<file path="src/sv/boq_pkg.sv">
`timescale 1ns / 1ps
// Shared types and constants for the box occlusion query block.
// No dependencies.
package boq_pkg;

   localparam logic [1:0] REQ_LOAD_DEPTH = 2'd0;
   localparam logic [1:0] REQ_LOAD_CAM   = 2'd1;
   localparam logic [1:0] REQ_QUERY      = 2'd2;

   localparam int CAM_WORDS  = 15;
   localparam int CAM_POS    = 0;
   localparam int CAM_RIGHT  = 3;
   localparam int CAM_NEAR   = 12;
   localparam int CAM_XSCALE = 13;
   localparam int CAM_YSCALE = 14;

   typedef enum logic [1:0] {
      KIND_DEPTH,
      KIND_CAM,
      KIND_QUERY,
      KIND_NOP
   } kind_type;

   typedef struct packed {
      kind_type         kind;
      logic [15:0]      index;
      logic [31:0]      value;
      logic [2:0][31:0] box_lo;
      logic [2:0][31:0] box_hi;
   } item_type;

   typedef struct packed {
      logic [8:0] width;
      logic [8:0] height;
   } cfg_type;

   typedef struct packed {
      logic        go;
      logic [63:0] num;
      logic [31:0] den;
   } div_req_type;

   typedef struct packed {
      logic        done;
      logic        ovf;
      logic [31:0] quot;
      logic [31:0] rem;
   } div_rsp_type;

endpackage

</file>
<file path="src/sv/boq_div.sv">
`timescale 1ns / 1ps
// Radix-2 restoring divider, 64 by 32 bits to a 32-bit quotient, one bit per cycle.
// Depends on boq_pkg.
module boq_div (
   input  logic                 clock,
   input  logic                 reset,
   input  boq_pkg::div_req_type req,
   output boq_pkg::div_rsp_type rsp
);
   import boq_pkg::*;

   logic        busy_ff, busy_in;
   logic        done_ff, done_in;
   logic        ovf_ff, ovf_in;
   logic [4:0]  cnt_ff, cnt_in;
   logic [31:0] rem_ff, rem_in;
   logic [31:0] low_ff, low_in;
   logic [31:0] quot_ff, quot_in;
   logic [31:0] den_ff, den_in;
   logic [32:0] trial;
   logic        ge;

   always_comb begin
      trial   = {rem_ff, low_ff[31]};
      ge      = trial >= {1'b0, den_ff};
      busy_in = busy_ff;
      done_in = 1'b0;
      ovf_in  = ovf_ff;
      cnt_in  = cnt_ff;
      rem_in  = rem_ff;
      low_in  = low_ff;
      quot_in = quot_ff;
      den_in  = den_ff;
      if (req.go) begin
         // high half at or above the divisor: quotient needs more than 32 bits
         ovf_in  = req.num[63:32] >= req.den;
         rem_in  = req.num[63:32];
         low_in  = req.num[31:0];
         den_in  = req.den;
         cnt_in  = 5'd0;
         busy_in = 1'b1;
      end else if (busy_ff) begin
         rem_in  = ge ? 32'(trial - {1'b0, den_ff}) : trial[31:0];
         quot_in = {quot_ff[30:0], ge};
         low_in  = {low_ff[30:0], 1'b0};
         cnt_in  = cnt_ff + 5'd1;
         if (cnt_ff == 5'd31) begin
            busy_in = 1'b0;
            done_in = 1'b1;
         end
      end
   end

   always_ff @(posedge clock) begin
      if (reset) begin
         busy_ff <= 1'b0;
         done_ff <= 1'b0;
      end else begin
         busy_ff <= busy_in;
         done_ff <= done_in;
      end
      ovf_ff  <= ovf_in;
      cnt_ff  <= cnt_in;
      rem_ff  <= rem_in;
      low_ff  <= low_in;
      quot_ff <= quot_in;
      den_ff  <= den_in;
   end

   assign rsp.done = done_ff;
   assign rsp.ovf  = ovf_ff;
   assign rsp.quot = quot_ff;
   assign rsp.rem  = rem_ff;
endmodule

</file>
<file path="config.mk">
export PLATFORM = sky130hd
export DESIGN_NAME = boq_div
export DESIGN_NICKNAME = d
export VERILOG_FILES = /design/src/sv/boq_pkg.sv /design/src/sv/boq_div.sv
export SDC_FILE = /design/constraint.sdc
export NUM_CORES = 1
export LEC_CHECK = 0
export ABC_AREA = 0
export BUFFER_PORTS_ARGS = -buffer_cell sky130_fd_sc_hd__buf_2
export CAP_MARGIN = 20
export CORE_MARGIN = 2
export CORE_UTILIZATION = 35
export DETAILED_ROUTE_END_ITERATION = 6
export HOLD_SLACK_MARGIN = 0.08
export PLACE_DENSITY = 0.65
export SYNTH_ARGS = -nofsm -noshare
export SYNTH_HDL_FRONTEND = slang
export SYNTH_SLANG_ARGS = --single-unit
</file>
<file path="constraint.sdc">
create_clock -name clock -period 8.7 [get_ports clock]
set_input_delay 1.74 -clock clock [delete_from_list [all_inputs] [get_ports clock]]
set_output_delay 1.74 -clock clock [all_outputs]
set_load 0.005 [all_outputs]
</file>
==> results_dict.tcl <==
set metrics [dict create \
    rows 55 \
    drc 0 \
    ys_types 62 \
    synth_warnings 0 \
    port_buffers 164 \
    routabilityCongestion 0.898 \
    endpoint_kind "flop" \
    worstPathRequired_ns 8.85 \
    fin_area_um2 9640 \
    synth_top_area_cell "edfxtp_1" \
    drtIter0Drc 402 \
    min-delay-start "quot_ff[2]" \
    powerDensity_nw_per_um2 258 \
    synth_common_cells "129 x edfxtp_1, 81 x inv_1, 66 x ha_1" \
    synth_compound_area_share_pct 13.2 \
    cts_buffer_depth 2 \
    wl_per_cell_um 17.3 \
    worstHoldPathType "flop to flop" \
    crit_family "compound AO/OA/AOI/OAI gates" \
    via_per_inst 5.06 \
    setup_slack_ns 4.52 \
    setup_violations 0 \
    finalSetupTns_ns 0 \
    ir_drop_v 0.000124 \
    avgSynthCellArea_um2 11.2 \
    multi_input_area_um2 3500 \
    muxShareOfSynthArea_pct 6.85 \
    dp_hpwl_mm 15.1 \
    grt_start_max_net_pins 60 \
    syn_area_um2 8010 \
    dieWidth_um 155 \
    synth_ff_type "edfxtp_1" \
    fp.dieH_um 155 \
    ys_ff_latch 136 \
    clk_pin_slew_ns 0.06 \
    clk_latency_ns 0.43 \
    grt_use_total_pct 16.7 \
    ys_top_cells_by_area "edfxtp_1 48%, ha_1 10%, mux2_2 4.4%" \
    status "completed" \
    synth_top_family_by_area "compound AO/OA/AOI/OAI gates" \
    min_period_ns 4.18 \
    post_cts_resized 0 \
    skew_ns 0.0134 \
    drive_gt1_share_pct 27.2 \
    cts-htree-levels 4 \
    startpoint_type "input port" \
    post-cts-setup-buffers 0 \
    placed_cell_area_um2 9040 \
    startpoint "req[17]" \
    cts-root-buf "clkbuf_16" \
    synth_fp_nets 884 \
    hold_violations 0 \
    yosys.area_share.simple_pct 9.62 \
    core_um2 22600 \
    synth_cells 718 \
    grt_overflow 0 \
    via_count 5935 \
    synthAdderAreaFrac_pct 10.6 \
    cp_num_buf_inv 2 \
    slowest_stage "a2111oi_0" \
    worstPathCellList "buf_2, inv_1, ha_1, a21o_1, a21o_1, a21oi_1, nor2_1, a2111oi_0, nor2_1, a2111oi_0, o41ai_1" \
    fin_crit_sh_pct 48.0 \
    syn_to_final_growth_pct 20.3 \
    rr_startpoint "rem_ff[3]" \
    ant_nets 0 \
    cap_violations 0 \
    arrival_ns 4.32 \
    fill_cells 2192 \
    async_flop_share_pct 0 \
    tightest_slew_ns 0.787 \
    dr.pass1.iters 5 \
    ff_latch_area_um2 4010 \
    nets 1038 \
    synthXorXnorAreaFrac_pct 3.50 \
    cts_tree "done" \
    slowest_delay_ns 0.64 \
    power_mw 2.49 \
    final-max-slew-violation-count 0 \
    dieArea_um2 24100 \
    seq_area_frac_synth_pct 50.1 \
    synth_edf_count 129 \
    pre_cts_ws_ns 4.17 \
    critPathMaxFanout 2 \
    routed_wl_mm 20.3 \
    p_leak_nw 4.20 \
    synth_most_common_cell "edfxtp_1" \
    cts.sinks 136 \
    synth_top_area_share_pct 48.3 \
    grt_pass1_vias 5922 \
    grt_pass1_wl_mm 31.3 \
    relSlewSlack_pct 46.2 \
    start_util_pct 35.5 \
    ioPinCount 165 \
    antenna_found_initial 3 \
    fmax_mhz 239 \
    path_class "input port to flop" \
    cts_buffers 17 \
    hold_buffers 0 \
    grt_setup_unrepaired "no" \
]
[path summary, 6_finish.rpt]
path	depth (start not counted)	slack [ns]	end
setup / recovery	11	4.52	ovf_ff
hold / removal	0	0.44	quot_ff[3]
setup reg to reg	10	4.65	rem_ff[31]
hold reg to reg	0	0.44	quot_ff[3]
[kinds of logic (layout without fill, tap and decap cells)]
| group | count (synthesis) | count (layout) |
|---|---|---|
| compound gates | 157 | 157 |
| xor+xnor | 32 | 32 |
| fa+ha+maj | 67 | 67 |
| buf+inv | 115 | 282 |
| flops | 136 | 136 |
| mux | 51 | 51 |
| other cells | 0 | 3 |
| simple gates | 160 | 160 |
[power breakdown]
group	internal [mW]	switching, mW	leakage (nW)
clock	0.428	0.305	0.286
combinational	0.374	0.499	2.60
sequential	0.827	0.0564	1.32
[through the flow]
step	util (%)	hold WS [ns]	instances
3_5_place_dp	40.0	0.431	1138
6_report	42.7	0.443	1173
2_1_floorplan	-	0.452	718
3_3_place_gp	40.0	0.424	1138
4_1_cts	42.7	0.446	1170
5_1_grt	42.7	0.453	1172
[sequential cells by signal (all words and copies together) (netlist names)]
| name | flops |
|---|---|
| den_ff | 32 |
| low_ff | 32 |
| quot_ff | 32 |
| rem_ff | 32 |
| cnt_ff | 5 |
| busy_ff | 1 |
| done_ff | 1 |
| ovf_ff | 1 |
[routing by layer]
layer | share of wire [%] | track usage (%) | wire length (µm) | vias to the layer above
met3 | 4.5 | 3.65 | 908 | 34
met5 | 0 | 0 | 0 | -
met1 | 47 | 22.2 | 9540 | 2787
met4 | 2.6 | 6.73 | 529 | 0
met2 | 46 | 26.6 | 9290 | 170
li1 | - | - | - | 2944
[placed cells by master (no fill, tap or decap), drive strengths merged, types with 20 or more instances in the layout]
master / synthesis / layout
buf: 17 / 169
edfxtp: 129 / 129
inv: 81 / 87
ha: 66 / 66
a21oi: 51 / 51
nor2: 46 / 46
nand2: 43 / 43
mux2: 31 / 31
o21ai: 30 / 30
xnor2: 21 / 21
mux2i: 20 / 20
[layout make-up]
class	count	area share (%)
Clock buffer	17	4.41
Sequential cell	136	41.6
Timing Repair Buffer	169	8.93
Multi-Input combinational cell	467	36.4
Inverter	81	3.15
Antenna cell	3	0.0779
Clock inverter	15	1.71
Tap cell	285	3.70
Power figures use the tool's default switching activity.
