==> config.mk <==
export PLATFORM = sky130hd
export DESIGN_NAME = boq_front
export DESIGN_NICKNAME = d
export VERILOG_FILES = /design/src/sv/boq_pkg.sv /design/src/sv/boq_front.sv
export SDC_FILE = /design/constraint.sdc
export NUM_CORES = 1
export LEC_CHECK = 0
export ABC_AREA = 1
export BUFFER_PORTS_ARGS = -buffer_cell sky130_fd_sc_hd__buf_4
export CAP_MARGIN = 15
export CELL_PAD_IN_SITES_DETAIL_PLACEMENT = 0
export CELL_PAD_IN_SITES_GLOBAL_PLACEMENT = 1
export CORE_ASPECT_RATIO = 0.9
export CORE_MARGIN = 3
export CORE_UTILIZATION = 38
export DETAILED_ROUTE_END_ITERATION = 10
export PLACE_DENSITY = 0.81
export SLEW_MARGIN = 20
export SYNTH_ARGS = -nofsm -noshare
export SYNTH_HDL_FRONTEND = slang
export SYNTH_SLANG_ARGS = --single-unit
==> constraint.sdc <==
create_clock -name clock -period 11.8 [get_ports clock]
set_clock_uncertainty 0.05 [all_clocks]
set_input_delay 0 -clock clock [delete_from_list [all_inputs] [get_ports clock]]
set_output_delay 0 -clock clock [all_outputs]
set_load 0.02 [all_outputs]
==> src/sv/boq_pkg.sv <==
`timescale 1ns / 1ps
// Shared types and constants for the box occlusion query block.
// No dependencies.
package boq_pkg;

   localparam logic [1:0] REQ_LOAD_DEPTH = 2'd0;
   localparam logic [1:0] REQ_LOAD_CAM   = 2'd1;
   localparam logic [1:0] REQ_QUERY      = 2'd2;

   localparam int CAM_WORDS  = 15;
   localparam int CAM_POS    = 0;
   localparam int CAM_RIGHT  = 3;
   localparam int CAM_NEAR   = 12;
   localparam int CAM_XSCALE = 13;
   localparam int CAM_YSCALE = 14;

   typedef enum logic [1:0] {
      KIND_DEPTH,
      KIND_CAM,
      KIND_QUERY,
      KIND_NOP
   } kind_type;

   typedef struct packed {
      kind_type         kind;
      logic [15:0]      index;
      logic [31:0]      value;
      logic [2:0][31:0] box_lo;
      logic [2:0][31:0] box_hi;
   } item_type;

   typedef struct packed {
      logic [8:0] width;
      logic [8:0] height;
   } cfg_type;

   typedef struct packed {
      logic        go;
      logic [63:0] num;
      logic [31:0] den;
   } div_req_type;

   typedef struct packed {
      logic        done;
      logic        ovf;
      logic [31:0] quot;
      logic [31:0] rem;
   } div_rsp_type;

endpackage

==> src/sv/boq_front.sv <==
`timescale 1ns / 1ps
// Front end: accepts requests, classifies them and queues them (two entries).
// Depends on boq_pkg.
module boq_front (
   input  logic              clock,
   input  logic              reset,
   input  logic              start,
   output logic              busy,
   input  logic [1:0]        req_type,
   input  logic [15:0]       req_index,
   input  logic [31:0]       req_value,
   input  logic [2:0][31:0]  req_box_lo,
   input  logic [2:0][31:0]  req_box_hi,
   input  logic              pop,
   output logic              head_valid,
   output boq_pkg::item_type head
);
   import boq_pkg::*;

   item_type   ent_ff [2];
   item_type   ent_in [2];
   logic       wr_ptr_ff, wr_ptr_in;
   logic       rd_ptr_ff, rd_ptr_in;
   logic [1:0] count_ff, count_in;
   logic       push;
   item_type   item_new;

   always_comb begin
      item_new.index  = req_index;
      item_new.value  = req_value;
      item_new.box_lo = req_box_lo;
      item_new.box_hi = req_box_hi;
      case (req_type)
         REQ_LOAD_DEPTH: item_new.kind = KIND_DEPTH;
         REQ_LOAD_CAM:   item_new.kind = (req_index < 16'(CAM_WORDS)) ? KIND_CAM : KIND_NOP;
         REQ_QUERY:      item_new.kind = KIND_QUERY;
         default:        item_new.kind = KIND_NOP;
      endcase
   end

   assign busy       = (count_ff == 2'd2);
   assign push       = start && !busy;
   assign head_valid = (count_ff != 2'd0);
   assign head       = ent_ff[rd_ptr_ff];

   always_comb begin
      ent_in    = ent_ff;
      wr_ptr_in = wr_ptr_ff;
      rd_ptr_in = rd_ptr_ff;
      count_in  = count_ff;
      if (push) begin
         ent_in[wr_ptr_ff] = item_new;
         wr_ptr_in = !wr_ptr_ff;
      end
      if (pop && head_valid) begin
         rd_ptr_in = !rd_ptr_ff;
      end
      count_in = count_ff + 2'(push) - 2'(pop && head_valid);
   end

   always_ff @(posedge clock) begin
      if (reset) begin
         wr_ptr_ff <= 1'b0;
         rd_ptr_ff <= 1'b0;
         count_ff  <= 2'd0;
      end else begin
         wr_ptr_ff <= wr_ptr_in;
         rd_ptr_ff <= rd_ptr_in;
         count_ff  <= count_in;
      end
      ent_ff <= ent_in;
   end
endmodule

==> results of run 1 <==
[cells in the final DEF, fill, tap and decap left out, drive strengths merged]
cell,count
buf,500
or2,1
inv,8
nand2,737
clkinvlp,2
clkbuf,61
edfxtp,484
diode,4
xnor2,1
dlygate4sd3,245
o21ai,3
nor2,18
dfxtp,4
clkinv,18
ha,2
and2,1
[power breakdown]
group / total, W / switching, W / internal (W)
registers: 0.00229 / 0.0000818 / 0.00221
logic: 0.00172 / 0.00110 / 0.000621
clock network: 0.00138 / 0.000611 / 0.000768
total: 0.00539 / 0.00179 / 0.00360
[area by class of cell]
cell class | instances | area (um2)
antenna | 4 | 10.01
timing repair buffer | 745 | 6206
clock inverter | 20 | 100.1
inverter | 8 | 35.03
clock buffer | 61 | 1291
sequential | 488 | 14620
multi-input combinational | 763 | 2914
tap | 608 | 760.7
fill | 3606 | 19990
[Yosys cell counts, drive strengths merged]
master / n
nand2: 737
edfxtp: 484
buf: 46
nor2: 18
clkbuf: 8
inv: 8
dfxtp: 4
o21ai: 3
ha: 2
and2: 1
or2: 1
xnor2: 1
[per-stage QoR]
stage / util, % / cells / instance area (um2) / total power [W]
floorplan: - / 1313 / 17870 / 0.003326
global placement: 48.08 / 2367 / 22080 / 0.003972
detailed placement: 48.08 / 2367 / 22080 / 0.003995
CTS: 56.45 / 2693 / 25920 / 0.005453
global route: 56.47 / 2696 / 25930 / 0.005656
finish: 56.47 / 2697 / 25930 / 0.005391
[logic make-up after synthesis]
family                     count (synthesis)  share of synthesized area [%]
adders and majority gates                  2                         0.1400
xor gates and xnor gates                   1                        0.04903
and+or+nand+nor                          757                          15.93
AOI/OAI and AO/OA                          3                         0.1050
DFF                                      488                          81.79
buffers and inverters                     62                          1.989
[metal layers]
| metal | global-route usage [%] | wire, um | vias up |
|---|---|---|---|
| met5 | 0 | 0 | - |
| met4 | 6.628 | 1391 | 0 |
| met3 | 5.517 | 4012 | 94 |
| met2 | 30.61 | 23090 | 455 |
| met1 | 20.76 | 17390 | 5863 |
| li1 | - | - | 5909 |
[worst register-to-register path, cell delays in order (launching register included)]
cell	delay, ns
dfxtp_1	0.31
inv_1	0.14
o21ai_2	0.14
nor2_4	0.77
buf_4	0.85
buf_4	0.95
[path summary, 6_finish.rpt]
| path | startpoint | end | cells after the start |
|---|---|---|---|
| hold reg to reg | count_ff[1] | count_ff[1] | 3 |
| hold / removal | req_box_hi[38] | ent_ff[38] | 2 |
| setup reg to reg | count_ff[1] | ent_ff[403] | 5 |
| setup / recovery | count_ff[1] | ent_ff[403] | 5 |
[flip-flops by register name, indices dropped and copies added, names as in the netlist]
name,count
count_ff,2
rd_ptr_ff,1
wr_ptr_ff,1
ent_ff,484
==> reports/results.ini, run 1 <==
[status]
outcome = complete, no violations

[global_route]
groute.usage.overall_pct = 17.72
grt_pass1_vias = 12550
grt_antenna_before_repair = 3
grt_remaining_overflow = 0
grt_max_degree = 91
grt_pass1_wl_um = 68370

[job]
maxCapViolCount = 0

[clock_tree]
clock_latency_ns = 0.55
cts_resized = 0
cts_tree = built
post-cts-setup-buffers = 0
cts_root_buffer = clkbuf_16
clock_path_buffers = 3
cts_hold_buf = 245
clkTransAtPathRegs_ns = 0.06
cts_htree_levels = 2
clock_sinks = 488
cts_buffers = 49

[synthesis]
ys_types = 16
syn_inst = 1313
synthTopCellsByArea = edfxtp_1, nand2_1, buf_4
synth.yosys.seq_area_share_pct = 81.79
yosys_warnings = 0
netlist_area_mm2 = 0.01787
yosysTopAreaCellShare_pct = 81.34
synth_fp_nets = 1561
synth_seq_cells = 488
yosys.area.top_type = edfxtp_1
avgSynthCellArea_um2 = 13.61

[sta]
finalWorstSetupSlack_ns = 8.102
final.setup.tns_ns = 0
hold_ws_ns = 0.1167
hold_viol_final = 0
tightest_slew_ns = 1.085
rsz0062_at_grt = no
max_freq_ghz = 0.2704
max-slew-margin-rel_pct = 27.64
finalCriticalPeriod_ns = 3.698
setup_viol = 0
fin_crit_sh_pct = 31.34
maxSlewViolCount = 0

[setup_path]
critPathRequiredTime_ns = 11.92
cpPeakStageDelay_ns = 0.87
cpMostUsedCell = buf_4
crit_type = reg2reg
setup.worst_path.start_class = flop
critPathBufInv = 3
cp.arrival_ns = 3.82
cp_slowest_cell = buf_4
rrSetupSlack_ns = 8.10
cp-end-kind = flop
path_max_fanout = 73
crit_chain = inv_1 -> o21ai_2 -> nor2_4 -> buf_4 -> buf_4
cp_top_family = buffers and inverters

[die]
dieWidth_um = 234.6
start_util_pct = 38.91
coreArea_mm2 = 0.04592
dieArea_mm2 = 0.04966
ios = 490
die_h_um = 211.7
rows = 74

[placement]
gp_congestion = 0.7801
dp_worst_setup_slack_ns = 8.115
io_buffers = 489
hpwl_um = 28190

[final_layout]
syn_to_final_growth_pct = 45.14
layout.nets = 2303
drive_gt1_share_pct = 27.34

[detailed_routing]
detail_route.wl_per_cell_um = 17.01
dr.pass1.iters = 5
initialDrtViolationCount = 764
postRouteWirelength_um = 45890
drc = 0
ant_nets = 0
num_vias = 12320
vias_per_cell = 4.568

[power_and_ir_drop]
p_leak_nw = 10.88
p_per_area_mw_per_mm2 = 207.9
vdd_drop_max_v = 0.0001469

[worst_hold_path]
min_path_type = in2reg

No activity file was read; power rests on OpenSTA's default activity.
==> run 2, diff against run 1 <==
==> constraint.sdc (replaced) <==
create_clock -name clock -period 3.13 [get_ports clock]
set_clock_uncertainty 0.05 [all_clocks]
set_input_delay 0 -clock clock [delete_from_list [all_inputs] [get_ports clock]]
set_output_delay 0 -clock clock [all_outputs]
set_load 0.02 [all_outputs]
==> run 2 against run 1 <==
Wire length down 0.61%. Cell area up 1.6%. Core utilization up 0.91 points. Register-to-register slack worse by 6.8 ns. Critical path type is now reg2out. Flip-flop and latch count unchanged. Global-route usage down 0.15 points. Cell count up 0.44%. Worst setup slack worse by 7.2 ns. Largest cell class unchanged. First-iteration DRC count down 11%.
==> reports/results.ini, run 2 (synthesis gave the netlist of run 1 again) <==
[clock_tree]
cts_htree_levels = 2  ; unchanged
clock_path_buffers = 3  ; unchanged
cts_tree = built
cts_buffers = 49  ; unchanged
clkTransAtPathRegs_ns = 0.06  ; about the same
clock_latency_ns = 0.56  ; about the same
clock_sinks = 488  ; unchanged
cts_root_buffer = clkbuf_16
cts_resized = 0  ; unchanged

[final_layout]
largest_reg_flops = 484  ; unchanged
layout.nets = 2302  ; -0.043%
top_register = ent_ff
layout_commonest_cell = nand2_1
final_cell_mix = nand2_1, buf_4, edfxtp_1, dlygate4sd3_1, clkbuf_16
stdcell_count = 2709  ; +0.44%
drive_gt1_share_pct = 27.65  ; +0.31 points
top_regs = ent_ff x484, count_ff x2
syn_to_final_growth_pct = 47.48

[setup_path]
setup.worst_path.start_class = flop
critPathRequiredTime_ns = 3.08  ; -8.84 ns
r2r_start = count_ff[1]
cp.arrival_ns = 2.16  ; -1.66 ns
cpPeakStageDelay_ns = 0.42  ; -0.45 ns
cp_slowest_cell = inv_6
r2r-end = ent_ff[89]
rrSetupSlack_ns = 1.30  ; -6.80 ns
path_max_fanout = 63  ; -14%
crit_type = reg2out
critPathBufInv = 3  ; unchanged
crit_chain = inv_6 -> buf_12 -> nand2_1 -> nand2_1 -> buf_4
reg2reg_depth = 4  ; -1
cp-end-kind = primary output
cp_top_family = buffers and inverters
cpMostUsedCell = nand2_1

[placement]
hpwl_um = 27710  ; -1.7%
io_buffers = 489  ; unchanged
gp_congestion = 0.7773  ; -0.36%
dp_cells = 2366  ; -0.042%

[detailed_routing]
num_vias = 12280  ; -0.31%
postRouteWirelength_um = 45610  ; -0.61%
vias_per_cell = 4.534  ; -0.75%
initialDrtViolationCount = 679  ; -11%
drc = 0  ; unchanged
dr.pass1.iters = 5  ; unchanged
detail_route.wl_per_cell_um = 16.83  ; -1.1%
ant_nets = 0  ; unchanged

[sta]
fin_crit_sh_pct = 70.52
max_freq_ghz = 0.4531
tightest_slew_ns = 0.8740  ; -0.2115 ns
max-slew-margin-rel_pct = 41.74  ; +14 points
maxSlewViolCount = 0  ; unchanged
final.setup.tns_ns = 0  ; unchanged
setup_viol = 0  ; unchanged
hold_viol_final = 0  ; unchanged
finalCriticalPeriod_ns = 2.207
rsz0062_at_grt = no

[global_route]
groute.usage.overall_pct = 17.56  ; -0.15 points
grt_pass1_wl_um = 67860  ; -0.75%
grt_max_degree = 129  ; +42%
grt_remaining_overflow = 0  ; unchanged
grt_antenna_before_repair = 6  ; +3
grt_pass1_vias = 12630  ; +0.64%

[job]
maxCapViolCount = 0  ; unchanged

[die]
dieWidth_um = 234.6  ; unchanged
coreArea_mm2 = 0.04592  ; unchanged
die_h_um = 211.7  ; unchanged
ios = 490  ; unchanged
start_util_pct = 38.91  ; unchanged
rows = 74  ; unchanged
dieArea_mm2 = 0.04966  ; unchanged

[power_and_ir_drop]
vdd_drop_max_v = 0.0005427  ; +270%
p_leak_nw = 11.06  ; +1.7%
p_per_area_mw_per_mm2 = 806.6  ; +290%
p_total_w = 0.02126  ; +290%

[worst_hold_path]
min_path_type = in2reg
hold_depth = 2  ; unchanged
holdCritStartpoint = req_box_hi[30]
whs_endpoint = ent_ff[272]

[status]
outcome = complete, no violations

[run 2: cell count changes in the layout (fill, tap and decap cells not counted), moves of 2 or more]
cell / previous run / this run
buf_4: 500 / 490
buf_12: 0 / 9
bufinv_16: 0 / 9
clkinv_1: 7 / 11
diode_2: 4 / 7
clkbuf_1: 10 / 8
clkbuf_16: 49 / 51
clkbuf_8: 2 / 0
clkinvlp_4: 2 / 0
[run 2: timing repair]
| action | in CTS | in global routing |
|---|---|---|
| hold endpoints to repair | 488 | 0 |
| setup endpoints to repair | 0 | 0 |
| hold buffers | 245 | 0 |
| buffers inserted | 0 | 0 |
[run 2: how the worst max path moves through the flow]
stage	start	end	slack (ns)	depth (start not counted)
floorplan	count_ff[1]	ent_ff[0]	-1.39	3
finish	rd_ptr_ff	head[89]	0.92	5
detailed placement	count_ff[1]	ent_ff[316]	1.37	4
global route	rd_ptr_ff	head[49]	0.81	5
CTS	rd_ptr_ff	head[28]	0.88	5
global placement	count_ff[0]	count_ff[1]	1.38	10
[run 2: final cells by class]
class / instances / area, um2
multi-input cells: 763 / 2922
inverters: 8 / 35.03
clock inverters: 32 / 381.6
clock buffers: 59 / 1306
fillers: 3566 / 19570
diodes: 7 / 17.52
repair buffers: 744 / 6311
flip-flops and latches: 488 / 14620
well taps: 608 / 760.7
[run 2: metrics by stage]
stage / util [%] / instance area, um2 / hold slack, ns / worst slack [ns]
after floorplan: - / 17890 / 0.01383 / -1.394
after global placement: 48.33 / 22200 / 0.1105 / 1.380
after detailed placement: 48.33 / 22200 / 0.1173 / 1.373
after CTS: 57.35 / 26340 / 0.06032 / 0.8813
after global routing: 57.38 / 26350 / 0.07991 / 0.8088
final: 57.38 / 26350 / 0.1103 / 0.9228
[run 2: metal layers]
layer | global-route usage [%] | share of wire (%) | wire, um | vias up
li1 | - | - | - | 5924
met3 | 4.992 | 7.9 | 3595 | 83
met1 | 19.91 | 37 | 16890 | 5878
met5 | 0 | 0 | 0 | -
met4 | 6.208 | 2.8 | 1296 | 0
met2 | 31.62 | 52 | 23820 | 398
[run 2: worst reg2reg max path, delay by kind of cell (launching register included)]
family / cells / cell delay [ns]
simple gates: 1 / 0.18
compound gates: 1 / 0.09
buf+inv: 2 / 0.53
flops: 1 / 0.32
[run 2: power by group]
part           total (W)  switching [W]  internal (W)  leakage (nW)
combinational    0.00662        0.00421       0.00241          5.67
clock            0.00608        0.00237       0.00371         0.832
sequential       0.00855       0.000220       0.00833          4.55
total             0.0213        0.00680        0.0145          11.1
==> run 3, diff against run 2 <==
--- a/config.mk
+++ b/config.mk
@@ -12,9 +12,9 @@
 export CELL_PAD_IN_SITES_GLOBAL_PLACEMENT = 1
 export CORE_ASPECT_RATIO = 0.9
 export CORE_MARGIN = 3
-export CORE_UTILIZATION = 38
+export CORE_UTILIZATION = 42
 export DETAILED_ROUTE_END_ITERATION = 10
-export PLACE_DENSITY = 0.81
+export PLACE_DENSITY = 0.85
 export SLEW_MARGIN = 20
 export SYNTH_ARGS = -nofsm -noshare
 export SYNTH_HDL_FRONTEND = slang
==> constraint.sdc (replaced) <==
create_clock -name clock -period 2.2 [get_ports clock]
set_clock_uncertainty 0.05 [all_clocks]
set_input_delay 0 -clock clock [delete_from_list [all_inputs] [get_ports clock]]
set_output_delay 0 -clock clock [all_outputs]
set_load 0.02 [all_outputs]
==> run 3 against run 2 <==
Die area shrank 9.3%. Flip-flop and latch count is the same. Critical path depth is the same. Hold slack gained 0.0019 ns. Cell count shrank 1.8%. Core utilization grew 5.6 points. Non-clock buffer count grew 21. Global-route usage grew 2.6 points. Sequential power grew 42%. First-iteration DRC count grew 9.7%. Clock power grew 31%. Wire length grew 3.6%. Critical endpoint is now head[122]. Largest power group unchanged. Highest routed layer is now met5.
==> reports/results.ini, run 3 (synthesis gave the netlist of run 1 again) <==
[detailed_routing]
postRouteWirelength_um = 47230  ; +3.6%
detail_route.wl_per_cell_um = 17.76  ; +5.5%
num_vias = 12560  ; +2.2%
ant_nets = 0  ; unchanged
initialDrtViolationCount = 745  ; +9.7%
vias_per_cell = 4.721  ; +4.1%
drc = 0  ; unchanged
dr.pass1.iters = 6  ; +1

[setup_path]
critPathBufInv = 3  ; unchanged
critPathRequiredTime_ns = 2.15  ; -0.93 ns
cp_slowest_cell = dfxtp_4
cp.arrival_ns = 1.99  ; -0.17 ns
path_max_fanout = 70  ; +11%
crit_type = reg2out
cpPeakStageDelay_ns = 0.42  ; about the same
setup.worst_path.start_class = flop
cp-end-kind = primary output
cp_top_family = buffers and inverters
crit_chain = buf_16 -> buf_16 -> nand2_1 -> nand2_1 -> buf_4

[die]
ios = 490  ; unchanged
die_h_um = 201.7  ; -4.7%
dieWidth_um = 223.4  ; -4.8%
rows = 71  ; -4.1%
coreArea_mm2 = 0.04193  ; -8.7%
start_util_pct = 42.61  ; +3.7 points
dieArea_mm2 = 0.04506  ; -9.3%

[final_layout]
fin_util_pct = 62.98  ; +5.6 points
syn_to_final_growth_pct = 47.80
top_regs = ent_ff x484, count_ff x2
seq_area_mm2 = 0.01462  ; unchanged
multi_input_area_mm2 = 0.002924  ; about the same
drive_gt1_share_pct = 28.10  ; +0.45 points
final_cell_mix = nand2_1, buf_4, edfxtp_1, dlygate4sd3_1, clkbuf_16
layout.nets = 2323  ; +0.91%
design_area_mm2 = 0.02641  ; +0.21%
n_fill_cell = 2963  ; -17%
layout_commonest_cell = nand2_1
largest_reg_flops = 484  ; unchanged
stdcell_count = 2660  ; -1.8%
top_register = ent_ff

[global_route]
grt_pass1_wl_um = 70880  ; +4.5%
grt_remaining_overflow = 0  ; unchanged
grt_max_degree = 85  ; -34%
grt_antenna_before_repair = 3  ; -3
grt_pass1_vias = 12990  ; +2.8%
groute.usage.overall_pct = 20.19  ; +2.6 points

[clock_tree]
clock_sinks = 488  ; unchanged
post-cts-setup-buffers = 0  ; unchanged
clkTransAtPathRegs_ns = 0.06  ; about the same
clock_latency_ns = 0.55  ; about the same
clock_path_buffers = 3  ; unchanged
cts_buffers = 49  ; unchanged
cts_tree = built
cts_htree_levels = 2  ; unchanged
cts_root_buffer = clkbuf_16

[sta]
tightest_slew_ns = 0.3808  ; -0.4931 ns
setup_viol = 0  ; unchanged
fin_crit_sh_pct = 92.89
rsz0062_at_grt = no
maxSlewViolCount = 0  ; unchanged
max-slew-margin-rel_pct = 74.61  ; +33 points
finalCriticalPeriod_ns = 2.043
hold_viol_final = 0  ; unchanged
max_freq_ghz = 0.4894

[placement]
hpwl_um = 28700  ; +3.6%
placed_cell_area_mm2 = 0.02234  ; +0.64%
dp_cells = 2324  ; -1.8%
io_buffers = 489  ; unchanged
gp_congestion = 0.8042  ; +3.5%

[status]
outcome = complete, no violations

[power_and_ir_drop]
p_per_area_mw_per_mm2 = 1135  ; +41%
vdd_drop_max_v = 0.0007863  ; +45%
p_total_w = 0.02996  ; +41%
p_leak_nw = 11.12  ; +0.54%

[worst_hold_path]
min_path_type = in2reg

[job]
maxCapViolCount = 0  ; unchanged

==> run 3: cell type report <==
| type | instances | area share (%) |
|---|---|---|
| timing repair buffer | 765 | 25.04 |
| tap | 547 | 2.592 |
| clock buffer | 61 | 4.814 |
| sequential | 488 | 55.36 |
| multi-input combinational | 763 | 11.07 |
| antenna | 3 | 0.02843 |
| inverter | 8 | 0.1421 |
| clock inverter | 25 | 0.9570 |
==> run 3: routing by layer <==
metal	GRT usage, %	share of wire (%)	wire length [um]
met5	0	0.028	13
met3	5.689	8.2	3885
met4	8.040	3.6	1677
met2	35.40	51	24040
met1	23.50	37	17620
==> run 3: stage by stage <==
| stage | setup slack (ns) | hold WS, ns | setup TNS, ns |
|---|---|---|---|
| after floorplan | -2.324 | 0.01383 | -1121.27 |
| after global placement | 0.4511 | 0.1105 | 0 |
| after detailed placement | 0.4564 | 0.1138 | 0 |
| after CTS | 0.006284 | 0.07035 | 0 |
| after global routing | 0.02698 | 0.09224 | 0 |
| final | 0.1565 | 0.1122 | 0 |
==> run 3: worst paths after layout <==
check                       from     endpoint  slack (ns)  cells past startpoint
hold reg to reg      count_ff[1]  count_ff[1]        0.53                      3
hold / removal    req_box_lo[50]  ent_ff[146]        0.11                      2
setup / recovery       rd_ptr_ff    head[122]        0.16                      5
setup reg to reg     count_ff[0]  count_ff[1]        0.45                     10
==> run 3: worst register-to-register path, cell delays in order, from the launching register on <==
cell	delay, ns
dfxtp_2	0.35
or2_2	0.29
nand2_1	0.08
inv_1	0.05
ha_1	0.26
inv_1	0.04
ha_1	0.18
xnor2_1	0.18
nand2_1	0.07
nand2_1	0.06
nor2_1	0.03
==> run 3: what timing repair did <==
item,CTS,global route
resized for setup,5,1
hold buffers,245,0
cloned,1,1
hold endpoints to repair,514,0
setup endpoints to repair,31,50
==> run 3: where the power goes <==
| part | leakage (nW) | internal (W) | switching (W) | total (W) |
|---|---|---|---|---|
| combinational | 5.83 | 0.00368 | 0.00618 | 0.00986 |
| sequential | 4.55 | 0.0118 | 0.000320 | 0.0121 |
| clock | 0.733 | 0.00467 | 0.00329 | 0.00796 |
